### src/rtl/core/lfps_pkg.sv
// lfps_pkg: types, constants and table functions for the PID line follower core.
// No dependencies; imported by line_follower_pid_steering and tb.
package lfps_pkg;

	localparam int IDX_W   = 3;
	localparam int ERR_W   = 11;
	localparam int DE_W    = 12;
	localparam int MUL_A_W = 33;
	localparam int MUL_B_W = 23;
	localparam int PROD_W  = MUL_A_W + MUL_B_W;
	localparam int PWM_W   = 10;
	localparam int SPD_W   = 10;
	localparam int STEER_W = 11;
	localparam int PV_W    = 21;
	localparam int Q_W     = 11;

	localparam logic [IDX_W-1:0] IDX_CENTER = 3'd3;

	localparam logic [16:0] DECAY_MUL  = 17'd65405;
	localparam logic [21:0] RECIP_1000 = 22'd2147484;
	localparam int          RECIP_SH   = 31;
	localparam logic [SPD_W-1:0] SPEED_FULL = 10'd1000;
	localparam logic [PWM_W-1:0] PWM_MAX    = 10'd1023;

	localparam int PADDR_W = 5;

	typedef enum logic [2:0] {
		REG_INVERT = 3'd0,
		REG_PGAIN  = 3'd1,
		REG_DGAIN  = 3'd2,
		REG_IGDT   = 3'd3,
		REG_LTOP   = 3'd4,
		REG_RTOP   = 3'd5,
		REG_BRAKE  = 3'd6
	} reg_idx_t;

	typedef enum logic [3:0] {
		ST_IDLE,
		ST_MP,
		ST_MI,
		ST_MD,
		ST_MG,
		ST_SUM,
		ST_STEER,
		ST_ML,
		ST_MR,
		ST_QL,
		ST_QR,
		ST_DONE,
		ST_OUT
	} state_t;

	function automatic logic signed [ERR_W-1:0] err_of(input logic [IDX_W-1:0] idx);
		logic signed [ERR_W-1:0] r;
		case (idx)
			3'd0:    r = 11'sd1000;
			3'd1:    r = 11'sd400;
			3'd2:    r = 11'sd200;
			3'd4:    r = -11'sd200;
			3'd5:    r = -11'sd400;
			3'd6:    r = -11'sd1000;
			default: r = '0;
		endcase
		return r;
	endfunction

	// bound in Q11.20
	function automatic logic signed [31:0] bound_of(input logic [IDX_W-1:0] idx);
		logic signed [31:0] r;
		case (idx)
			3'd0:    r = 32'sd450 <<< 20;
			3'd1:    r = 32'sd350 <<< 20;
			3'd2:    r = 32'sd250 <<< 20;
			3'd4:    r = -(32'sd250 <<< 20);
			3'd5:    r = -(32'sd350 <<< 20);
			3'd6:    r = -(32'sd450 <<< 20);
			default: r = '0;
		endcase
		return r;
	endfunction

	// arithmetic right shift rounding toward zero
	function automatic logic signed [63:0] trunc_shr(input logic signed [63:0] a,
			input int unsigned sh);
		logic signed [63:0] m;
		m = -a;
		return a[63] ? -(m >>> sh) : (a >>> sh);
	endfunction

endpackage

### src/rtl/core/line_follower_pid_steering.sv
// line_follower_pid_steering: PID steering core for a seven-sensor line follower.
// Uses lfps_pkg; one shared signed multiplier runs under a small sequencer.
//
//  channel  | signals                          | carries
//  ---------+----------------------------------+------------------------------------
//  s_       | s_tvalid s_tready s_tdata[7:0]   | one sensor sample request
//  m_       | m_tvalid m_tready m_tdata[39:0]  | pwm compares, directions, steering
//  apb      | psel penable pwrite paddr pwdata | seven control registers, readable
//
// Each sample makes eight passes through the 33x23 multiplier plus accumulate, steer
// and load steps; a new sample is accepted only once the sequencer is back in idle.
// s_tready is high only while the sequencer is idle; a loaded result waits in the
// output register and the next sample may be accepted meanwhile.
// A stalled result holds the sequencer in its final step until taken.
// Reset restores register defaults, centered indexes, zero PID terms, forward drive.
module line_follower_pid_steering (
	input  logic                             clk,
	input  logic                             arst_n,
	input  logic                             s_tvalid,
	output logic                             s_tready,
	input  logic [7:0]                       s_tdata,   // [6:0] sensor_bits
	output logic                             m_tvalid,
	input  logic                             m_tready,
	// [9:0] left_pwm, [19:10] right_pwm, [20] left_forward, [21] right_forward,
	// [32:22] steering, [33] line_lost
	output logic [39:0]                      m_tdata,
	input  logic                             psel,
	input  logic                             penable,
	input  logic                             pwrite,
	input  logic [lfps_pkg::PADDR_W-1:0]     paddr,
	input  logic [31:0]                      pwdata,
	output logic [31:0]                      prdata,
	output logic                             pready
);
	import lfps_pkg::*;

	// control registers
	logic        invert_q;
	logic [11:0] prop_gain_q;
	logic [11:0] deriv_gain_q;
	logic [15:0] igdt_q;
	logic [9:0]  ltop_q;
	logic [9:0]  rtop_q;
	logic [9:0]  brake_q;

	// loop state
	logic [IDX_W-1:0]  active_q;
	logic [IDX_W-1:0]  loc_q;
	logic [IDX_W-1:0]  prev_q;
	logic signed [31:0] integ_q;
	logic signed [31:0] deriv_q;
	logic              ldir_q;
	logic              rdir_q;

	// per-sample working registers
	state_t                     state_q, state_d;
	logic signed [ERR_W-1:0]    e_q;
	logic signed [DE_W-1:0]     de_q;
	logic                       seen_q;
	logic signed [15:0]         prop_q;
	logic signed [32:0]         dec_q;
	logic signed [STEER_W-1:0]  steer_q;
	logic [SPD_W-1:0]           lspd_q;
	logic [SPD_W-1:0]           rspd_q;
	logic [PV_W-1:0]            vl_q;
	logic [PV_W-1:0]            vr_q;
	logic [PWM_W-1:0]           lpwm_q;
	logic [PWM_W-1:0]           rpwm_q;
	logic signed [PROD_W-1:0]   prod_q;
	logic                       m_valid_q;
	logic [39:0]                m_data_q;

	// shared multiplier operands
	logic signed [MUL_A_W-1:0] mul_a;
	logic signed [MUL_B_W-1:0] mul_b;

	// scan
	logic [6:0]       sbits;
	logic             scan_seen;
	logic [IDX_W-1:0] scan_act;
	logic [IDX_W-1:0] scan_loc;

	// arithmetic
	logic signed [63:0]         t_prop;
	logic signed [63:0]         t_dec;
	logic signed [63:0]         t_iwhole;
	logic signed [63:0]         t_steer;
	logic signed [33:0]         i_sum;
	logic signed [33:0]         i_bound;
	logic signed [31:0]         i_new;
	logic signed [33:0]         d_sum;
	logic signed [31:0]         d_new;
	logic signed [16:0]         pi_sum;
	logic signed [33:0]         total;
	logic signed [25:0]         steer_full;
	logic signed [STEER_W-1:0]  steer_c;
	logic [Q_W-1:0]             quot;
	logic [PWM_W-1:0]           pwm_sat;
	logic                       cfg_wr;
	logic                       in_acc;
	logic                       out_free;
	logic                       out_load;

	assign pready   = 1'b1;
	assign cfg_wr   = psel && penable && pwrite && pready;
	assign s_tready = (state_q == ST_IDLE);
	assign in_acc   = s_tvalid && s_tready;
	assign out_free = !m_valid_q || m_tready;
	assign out_load = (state_q == ST_OUT) && out_free;
	assign m_tvalid = m_valid_q;
	assign m_tdata  = m_data_q;

	// configuration
	always_ff @(posedge clk or negedge arst_n) begin
		if (!arst_n) begin
			invert_q     <= 1'b0;
			prop_gain_q  <= 12'd512;
			deriv_gain_q <= 12'd256;
			igdt_q       <= 16'd1258;
			ltop_q       <= 10'd400;
			rtop_q       <= 10'd380;
			brake_q      <= 10'd600;
		end else if (cfg_wr) begin
			case (reg_idx_t'(paddr[4:2]))
				REG_INVERT: invert_q     <= pwdata[0];
				REG_PGAIN:  prop_gain_q  <= pwdata[11:0];
				REG_DGAIN:  deriv_gain_q <= pwdata[11:0];
				REG_IGDT:   igdt_q       <= pwdata[15:0];
				REG_LTOP:   ltop_q       <= pwdata[9:0];
				REG_RTOP:   rtop_q       <= pwdata[9:0];
				REG_BRAKE:  brake_q      <= pwdata[9:0];
				default: ;
			endcase
		end
	end

	always_comb begin
		unique case (reg_idx_t'(paddr[4:2]))
			REG_INVERT: prdata = {31'd0, invert_q};
			REG_PGAIN:  prdata = {20'd0, prop_gain_q};
			REG_DGAIN:  prdata = {20'd0, deriv_gain_q};
			REG_IGDT:   prdata = {16'd0, igdt_q};
			REG_LTOP:   prdata = {22'd0, ltop_q};
			REG_RTOP:   prdata = {22'd0, rtop_q};
			REG_BRAKE:  prdata = {22'd0, brake_q};
			default:    prdata = '0;
		endcase
	end

	// priority scan from the outer pair inwards
	always_comb begin
		sbits     = invert_q ? ~s_tdata[6:0] : s_tdata[6:0];
		scan_seen = 1'b0;
		scan_act  = active_q;
		scan_loc  = loc_q;
		for (int i = 0; i < 3; i++) begin
			if (!scan_seen) begin
				if (sbits[i] && sbits[6-i]) begin
					scan_act  = IDX_CENTER;
					scan_seen = 1'b1;
				end else if (sbits[i]) begin
					scan_act  = IDX_W'(i);
					scan_loc  = IDX_W'(i);
					scan_seen = 1'b1;
				end else if (sbits[6-i]) begin
					scan_act  = IDX_W'(6 - i);
					scan_loc  = IDX_W'(6 - i);
					scan_seen = 1'b1;
				end
			end
		end
		if (!scan_seen && sbits[3]) begin
			scan_act  = IDX_CENTER;
			scan_seen = 1'b1;
		end
	end

	// sequencer
	always_ff @(posedge clk or negedge arst_n) begin
		if (!arst_n) begin
			state_q <= ST_IDLE;
		end else begin
			state_q <= state_d;
		end
	end

	always_comb begin
		state_d = state_q;
		mul_a   = '0;
		mul_b   = '0;
		unique case (state_q)
			ST_IDLE: begin
				if (in_acc) state_d = ST_MP;
			end
			ST_MP: begin
				mul_a   = MUL_A_W'(e_q);
				mul_b   = $signed(MUL_B_W'(prop_gain_q));
				state_d = ST_MI;
			end
			ST_MI: begin
				mul_a   = MUL_A_W'(e_q);
				mul_b   = $signed(MUL_B_W'(igdt_q));
				state_d = ST_MD;
			end
			ST_MD: begin
				mul_a   = MUL_A_W'(deriv_q);
				mul_b   = $signed(MUL_B_W'(DECAY_MUL));
				state_d = ST_MG;
			end
			ST_MG: begin
				mul_a   = MUL_A_W'(de_q);
				mul_b   = $signed(MUL_B_W'(deriv_gain_q));
				state_d = ST_SUM;
			end
			ST_SUM:   state_d = ST_STEER;
			ST_STEER: state_d = ST_ML;
			ST_ML: begin
				mul_a   = $signed(MUL_A_W'(lspd_q));
				mul_b   = $signed(MUL_B_W'(ltop_q));
				state_d = ST_MR;
			end
			ST_MR: begin
				mul_a   = $signed(MUL_A_W'(rspd_q));
				mul_b   = $signed(MUL_B_W'(rtop_q));
				state_d = ST_QL;
			end
			ST_QL: begin
				mul_a   = $signed(MUL_A_W'(vl_q));
				mul_b   = $signed(MUL_B_W'(RECIP_1000));
				state_d = ST_QR;
			end
			ST_QR: begin
				mul_a   = $signed(MUL_A_W'(vr_q));
				mul_b   = $signed(MUL_B_W'(RECIP_1000));
				state_d = ST_DONE;
			end
			ST_DONE: state_d = ST_OUT;
			ST_OUT: begin
				if (out_free) state_d = ST_IDLE;
			end
			default: state_d = ST_IDLE;
		endcase
	end

	// datapath arithmetic
	always_comb begin
		t_prop   = trunc_shr(64'(prod_q), 8);
		t_dec    = trunc_shr(64'(prod_q), 16);

		i_sum    = 34'(integ_q) + $signed(prod_q[33:0]);
		i_bound  = 34'(bound_of(active_q));
		if (i_sum < 0 && i_sum < i_bound) begin
			i_new = i_bound[31:0];
		end else if (i_sum > i_bound) begin
			i_new = i_bound[31:0];
		end else begin
			i_new = i_sum[31:0];
		end

		d_sum = 34'(dec_q) + $signed(prod_q[33:0]);
		if (d_sum[33:31] != 3'b000 && d_sum[33:31] != 3'b111) begin
			d_new = d_sum[33] ? 32'sh8000_0000 : 32'sh7fff_ffff;
		end else begin
			d_new = d_sum[31:0];
		end

		t_iwhole   = trunc_shr(64'(integ_q), 20);
		pi_sum     = 17'(t_iwhole) + 17'(prop_q);
		total      = 34'(deriv_q) + (34'(pi_sum) <<< 8);
		t_steer    = trunc_shr(64'(total), 8);
		steer_full = t_steer[25:0];
		if (steer_full > 26'sd1000) begin
			steer_c = 11'sd1000;
		end else if (steer_full < -26'sd1000) begin
			steer_c = -11'sd1000;
		end else begin
			steer_c = steer_full[STEER_W-1:0];
		end

		quot = prod_q[RECIP_SH+Q_W-1:RECIP_SH];
		pwm_sat = (quot > Q_W'(PWM_MAX)) ? PWM_MAX : quot[PWM_W-1:0];
	end

	always_ff @(posedge clk) begin
		prod_q <= mul_a * mul_b;
		unique case (state_q)
			ST_IDLE: begin
				if (in_acc) begin
					e_q    <= err_of(scan_act);
					de_q   <= DE_W'(err_of(scan_act)) - DE_W'(err_of(prev_q));
					seen_q <= scan_seen;
				end
			end
			ST_MI:   prop_q <= t_prop[15:0];
			ST_MG:   dec_q  <= t_dec[32:0];
			ST_STEER: begin
				steer_q <= steer_c;
				if (!seen_q && loc_q > IDX_CENTER) begin
					rspd_q <= SPEED_FULL;
					lspd_q <= brake_q;
				end else if (!seen_q && loc_q < IDX_CENTER) begin
					rspd_q <= brake_q;
					lspd_q <= SPEED_FULL;
				end else if (steer_c > 0) begin
					rspd_q <= SPD_W'(11'sd1000 - steer_c);
					lspd_q <= SPEED_FULL;
				end else begin
					rspd_q <= SPEED_FULL;
					lspd_q <= SPD_W'(11'sd1000 + steer_c);
				end
			end
			ST_MR:   vl_q   <= prod_q[PV_W-1:0];
			ST_QL:   vr_q   <= prod_q[PV_W-1:0];
			ST_QR:   lpwm_q <= pwm_sat;
			ST_DONE: rpwm_q <= pwm_sat;
			default: ;
		endcase
	end

	// loop state and output register
	always_ff @(posedge clk or negedge arst_n) begin
		if (!arst_n) begin
			active_q  <= IDX_CENTER;
			loc_q     <= IDX_CENTER;
			prev_q    <= IDX_CENTER;
			integ_q   <= '0;
			deriv_q   <= '0;
			ldir_q    <= 1'b1;
			rdir_q    <= 1'b1;
			m_valid_q <= 1'b0;
			m_data_q  <= '0;
		end else begin
			if (out_load) m_valid_q <= 1'b1;
			else if (m_tready) m_valid_q <= 1'b0;
			unique case (state_q)
				ST_IDLE: begin
					if (in_acc) begin
						active_q <= scan_act;
						loc_q    <= scan_loc;
						prev_q   <= scan_act;
					end
				end
				ST_MD:  integ_q <= i_new;
				ST_SUM: deriv_q <= d_new;
				ST_STEER: begin
					if (!seen_q && loc_q > IDX_CENTER) begin
						integ_q <= '0;
						deriv_q <= '0;
						ldir_q  <= 1'b0;
					end else if (!seen_q && loc_q < IDX_CENTER) begin
						integ_q <= '0;
						deriv_q <= '0;
						rdir_q  <= 1'b0;
					end else begin
						ldir_q <= 1'b1;
						rdir_q <= 1'b1;
					end
				end
				ST_OUT: begin
					if (out_free) begin
						m_data_q  <= {6'd0, !seen_q, steer_q, rdir_q, ldir_q, rpwm_q, lpwm_q};
					end
				end
				default: ;
			endcase
		end
	end

endmodule

### config.mk
export PLATFORM = sky130hd
export DESIGN_NAME = line_follower_pid_steering
export DESIGN_NICKNAME = d
export VERILOG_FILES = /design/src/rtl/core/lfps_pkg.sv /design/src/rtl/core/line_follower_pid_steering.sv
export SDC_FILE = /design/constraint.sdc
export NUM_CORES = 2
export LEC_CHECK = 0
export ABC_AREA = 0
export BUFFER_PORTS_ARGS = -buffer_cell sky130_fd_sc_hd__buf_2
export CAP_MARGIN = 5
export CORE_ASPECT_RATIO = 0.75
export CORE_UTILIZATION = 30
export DETAILED_ROUTE_END_ITERATION = 10
export SLEW_MARGIN = 30
export SYNTH_ARGS = -nofsm -noshare
export SYNTH_HDL_FRONTEND = slang
export SYNTH_SLANG_ARGS = --single-unit
### constraint.sdc
create_clock -name clk -period 26.3 [get_ports clk]
set_input_delay 5.26 -clock clk [delete_from_list [all_inputs] [get_ports clk]]
set_output_delay 5.26 -clock clk [all_outputs]
set_load 0.05 [all_outputs]
==> summary.md <==
| Metric | Value |
|---|---|
| Vias/cell | `a little over 5` |
| CP Launch Type | `flip-flop` |
| Yosys top cell area share | `between 20% and 30%` |
| Critical path's most frequent cell | `ha_1` |
| DR vias | `35500` |
| Syn Area/Cell | `approximately 9.4 um^2` |
| Layout Cells excl Fill | `6878` |
| Number of max-cap violations | `0` |
| Post-Synthesis Cell Area | `0.0453 mm^2` |
| Critical path fanouts, max | `26` |
| Area leader, netlist | `fa_1` |
| Post-synth cell types | `106` |
| Worst setup endpoint | `lspd_q[2]` |
| Initial DRC count | `3544` |
| Worst-path clk slew | `approximately 0.07 ns` |
| Core ar. | `~0.15 mm^2` |
| Top post-synthesis cells by area | `fa_1, edfxtp_1, ha_1, dfrtp_1, inv_1` |
| Hold Crit Class | `flip-flop to flip-flop` |
| Dpl cells | `6806` |
| Post-route setup slack | `roughly 14 ns` |
| Final antenna-violating net count | `0` |
| Worst Reg2Reg Path Length in Cells | `46` |
| Commonest non-fill, non-tap cell in the layout | `inv_1` |
| Crit path largest cell delay | `0.74 ns` |
| CP max stage cell | `or2_1` |
| Congestion Overflow GR | `0` |
| Routability cong. | `0.933` |
| Die height | `339 um` |
| Wire length per cell | `19.5 um` |
| Area Overhead vs Synth | `9.00%` |
| Clock sinks | `391` |
| Critical path class | `flip-flop to flip-flop` |
| Initial antenna violation count | `4` |
| Crit path required time | `around 27 ns` |
| CP Launch Point | `integ_q[16]` |
| Setup_tns | `0 ns` |
| Root buffer selected by CTS | `clkbuf_16` |
| Crit. End Element | `flip-flop` |
| Post-Place Worst Slack | `~14 ns` |
| IO Count | `approximately 130` |
| Die ar. | `between 0.15 and 0.2 mm^2` |
| Overall global routing resource usage | `between 10% and 20%` |
| Synth warn | `0` |
| Max-slew headroom | `32.2%` |
| Failing checks | `DRC` |
| Final net count | `5792` |
| Final setup fails | `0` |
| Hold Fails Final Rpt | `0` |
| Hold-fix buffers at CTS | `0` |
| Reg2Reg Launch Point | `integ_q[16]` |
| CTS tree | `built` |
| Final wirelength | `around 130000 um` |
| First-pass GRT wire length | `about 210000 um` |
| Minimum clock period | `12.71 ns` |
| Largest net degree at the start of global routing | `81` |
| Drt drc | `44` |
| Htree depth | `2` |
| Status | `complete, but fails checks` |
| CP arrival | `roughly 13 ns` |
| Hold Startpoint | `steer_q[10]` |
| Rows | `between 100 and 150` |
| Design Area, Final | `around 0.049 mm^2` |
| Mapped Cells | `4846` |
| Max clock buf depth | `3` |
| Filler cells | `15500` |
| Most frequent cells in the layout | `inv_1, nand2_1, fa_1` |
| Fmax | `78.7 MHz` |
| 1st-pass router iterations | `11` |
| Port buffer count | `84` |
| EDFF count, synth | `159` |
| Detailed placer's ending HPWL | `108000 um` |
| R2R Setup Slk | `13.59 ns` |
| R2r endpoint | `lspd_q[2]` |
| Starting density of the core | `between 30% and 40%` |
| Area after DPL | `around 0.048 mm^2` |
| Layout cells sized above 1 | `9.76%` |
| Fin. max-slew vios | `0` |
| Post-CTS sizing | `0` |
| Fin crit share | `48.3%` |
| Worst Max-Slew Pin Slew | `just over 1 ns` |
| Post-CTS Setup Inserts | `0` |
| Sequential share of the synthesized area | `22.9%` |
| Unrepaired setup endpoints after global routing | `no` |
| Skew final | `0.0339 ns` |
| Synthesized flop and latch total | `a little under 400` |
| Asr flop ratio synth | `a little under half` |
| Cts bufs inserted | `38` |
| Main synth FF type | `edfxtp_1` |
| Clock latency on the worst-skew pair | `about 0.6 ns` |
| Width of the die | `451 um` |
| Vias in the first global route | `34700` |
-- routing by layer --
layer	up-vias	share of wire (%)	GRT usage, %
li1	16200	-	-
met4	2	1.2	2.02
met1	17800	49	27.8
met2	1367	40	24.5
met3	109	9.2	3.53
met5	-	0.0097	0
-- Yosys cell counts (11+ instances only) --
cell type    n
o21bai_1    34
a221oi_1    12
nor4_1      23
o22ai_1     11
clkbuf_1   163
dfstp_2     27
and3_1      43
o21ai_0    137
a221o_1     33
xnor2_1    160
and2_1      33
dfrtp_1    155
o31ai_1     14
o211ai_1    23
a21o_1      55
nand4_1     56
or2_2       54
o21ai_1     14
a211oi_1    22
a31oi_1     44
o21a_1      35
nand2_1    622
a21oi_1    196
nand2b_1    47
buf_4       23
xor2_1      70
and4_1      15
nor2_1     301
nor2b_1     36
nand3_1     81
a22oi_1     56
buf_2       12
edfxtp_1   159
inv_1      682
or3_1       26
dfxtp_1     50
buf_1       17
mux2i_1     28
nor3_1      56
ha_1       343
mux2_2     118
fa_1       550
a22o_1      27
-- stage by stage --
stage               hold WS [ns]  util (%)
floorplan                  0.455         -
global placement           0.459      32.0
detailed placement         0.466      32.1
CTS                        0.481      32.9
global route               0.489      32.9
finish                     0.479      33.0
-- kinds of logic after synthesis --
family / synth area share (%)
fa+ha+maj: 33.8
mux: 3.55
other cells: 0.0166
compound gates: 12.3
simple gates: 15.2
flops: 22.9
buf+inv: 7.78
xor+xnor: 4.45
-- final cells by class --
cell class	instances	area (um^2)	share of cell area (%)
Multi-Input combinational cell	3584	31700	64.2
Sequential cell	391	10400	21.0
Inverter	685	2570	5.21
Tap cell	2000	2500	5.07
Clock buffer	48	1050	2.13
Timing Repair Buffer	147	947	1.92
Clock inverter	22	254	0.514
Antenna cell	1	2.50	0.00507
-- worst min-delay path by stage --
| stage | end | cells past startpoint | slack [ns] |
|---|---|---|---|
| final | m_tdata[32] | 1 | 0.48 |
| after global routing | m_tdata[13] | 1 | 0.49 |
| after CTS | m_tdata[13] | 1 | 0.48 |
| after detailed placement | m_tdata[32] | 1 | 0.47 |
| after global placement | m_tdata[17] | 1 | 0.46 |
| after floorplan | m_tdata[10] | 1 | 0.46 |
-- registers in the layout, summed over array words and instances (netlist names), 16 cells and up --
| name | flops |
|---|---|
| dec_q | 33 |
| deriv_q | 32 |
| igdt_q | 16 |
| integ_q | 32 |
| m_tdata | 34 |
| prod_q | 50 |
| prop_q | 16 |
| vl_q | 21 |
| vr_q | 21 |
-- worst max-delay path: cells and delay by family (launching register included) --
kind / cells / cell delay (ns)
AOI/OAI and AO/OA: 21 / 4.72
DFF: 1 / 0.42
xor gates and xnor gates: 3 / 1.20
and+or+nand+nor: 15 / 4.45
buffers and inverters: 3 / 0.47
adders and majority gates: 4 / 1.18
Power is left out: the tool's default activity adds up to more than one toggle a clock period on the data nets, which glitch-free logic cannot reach.
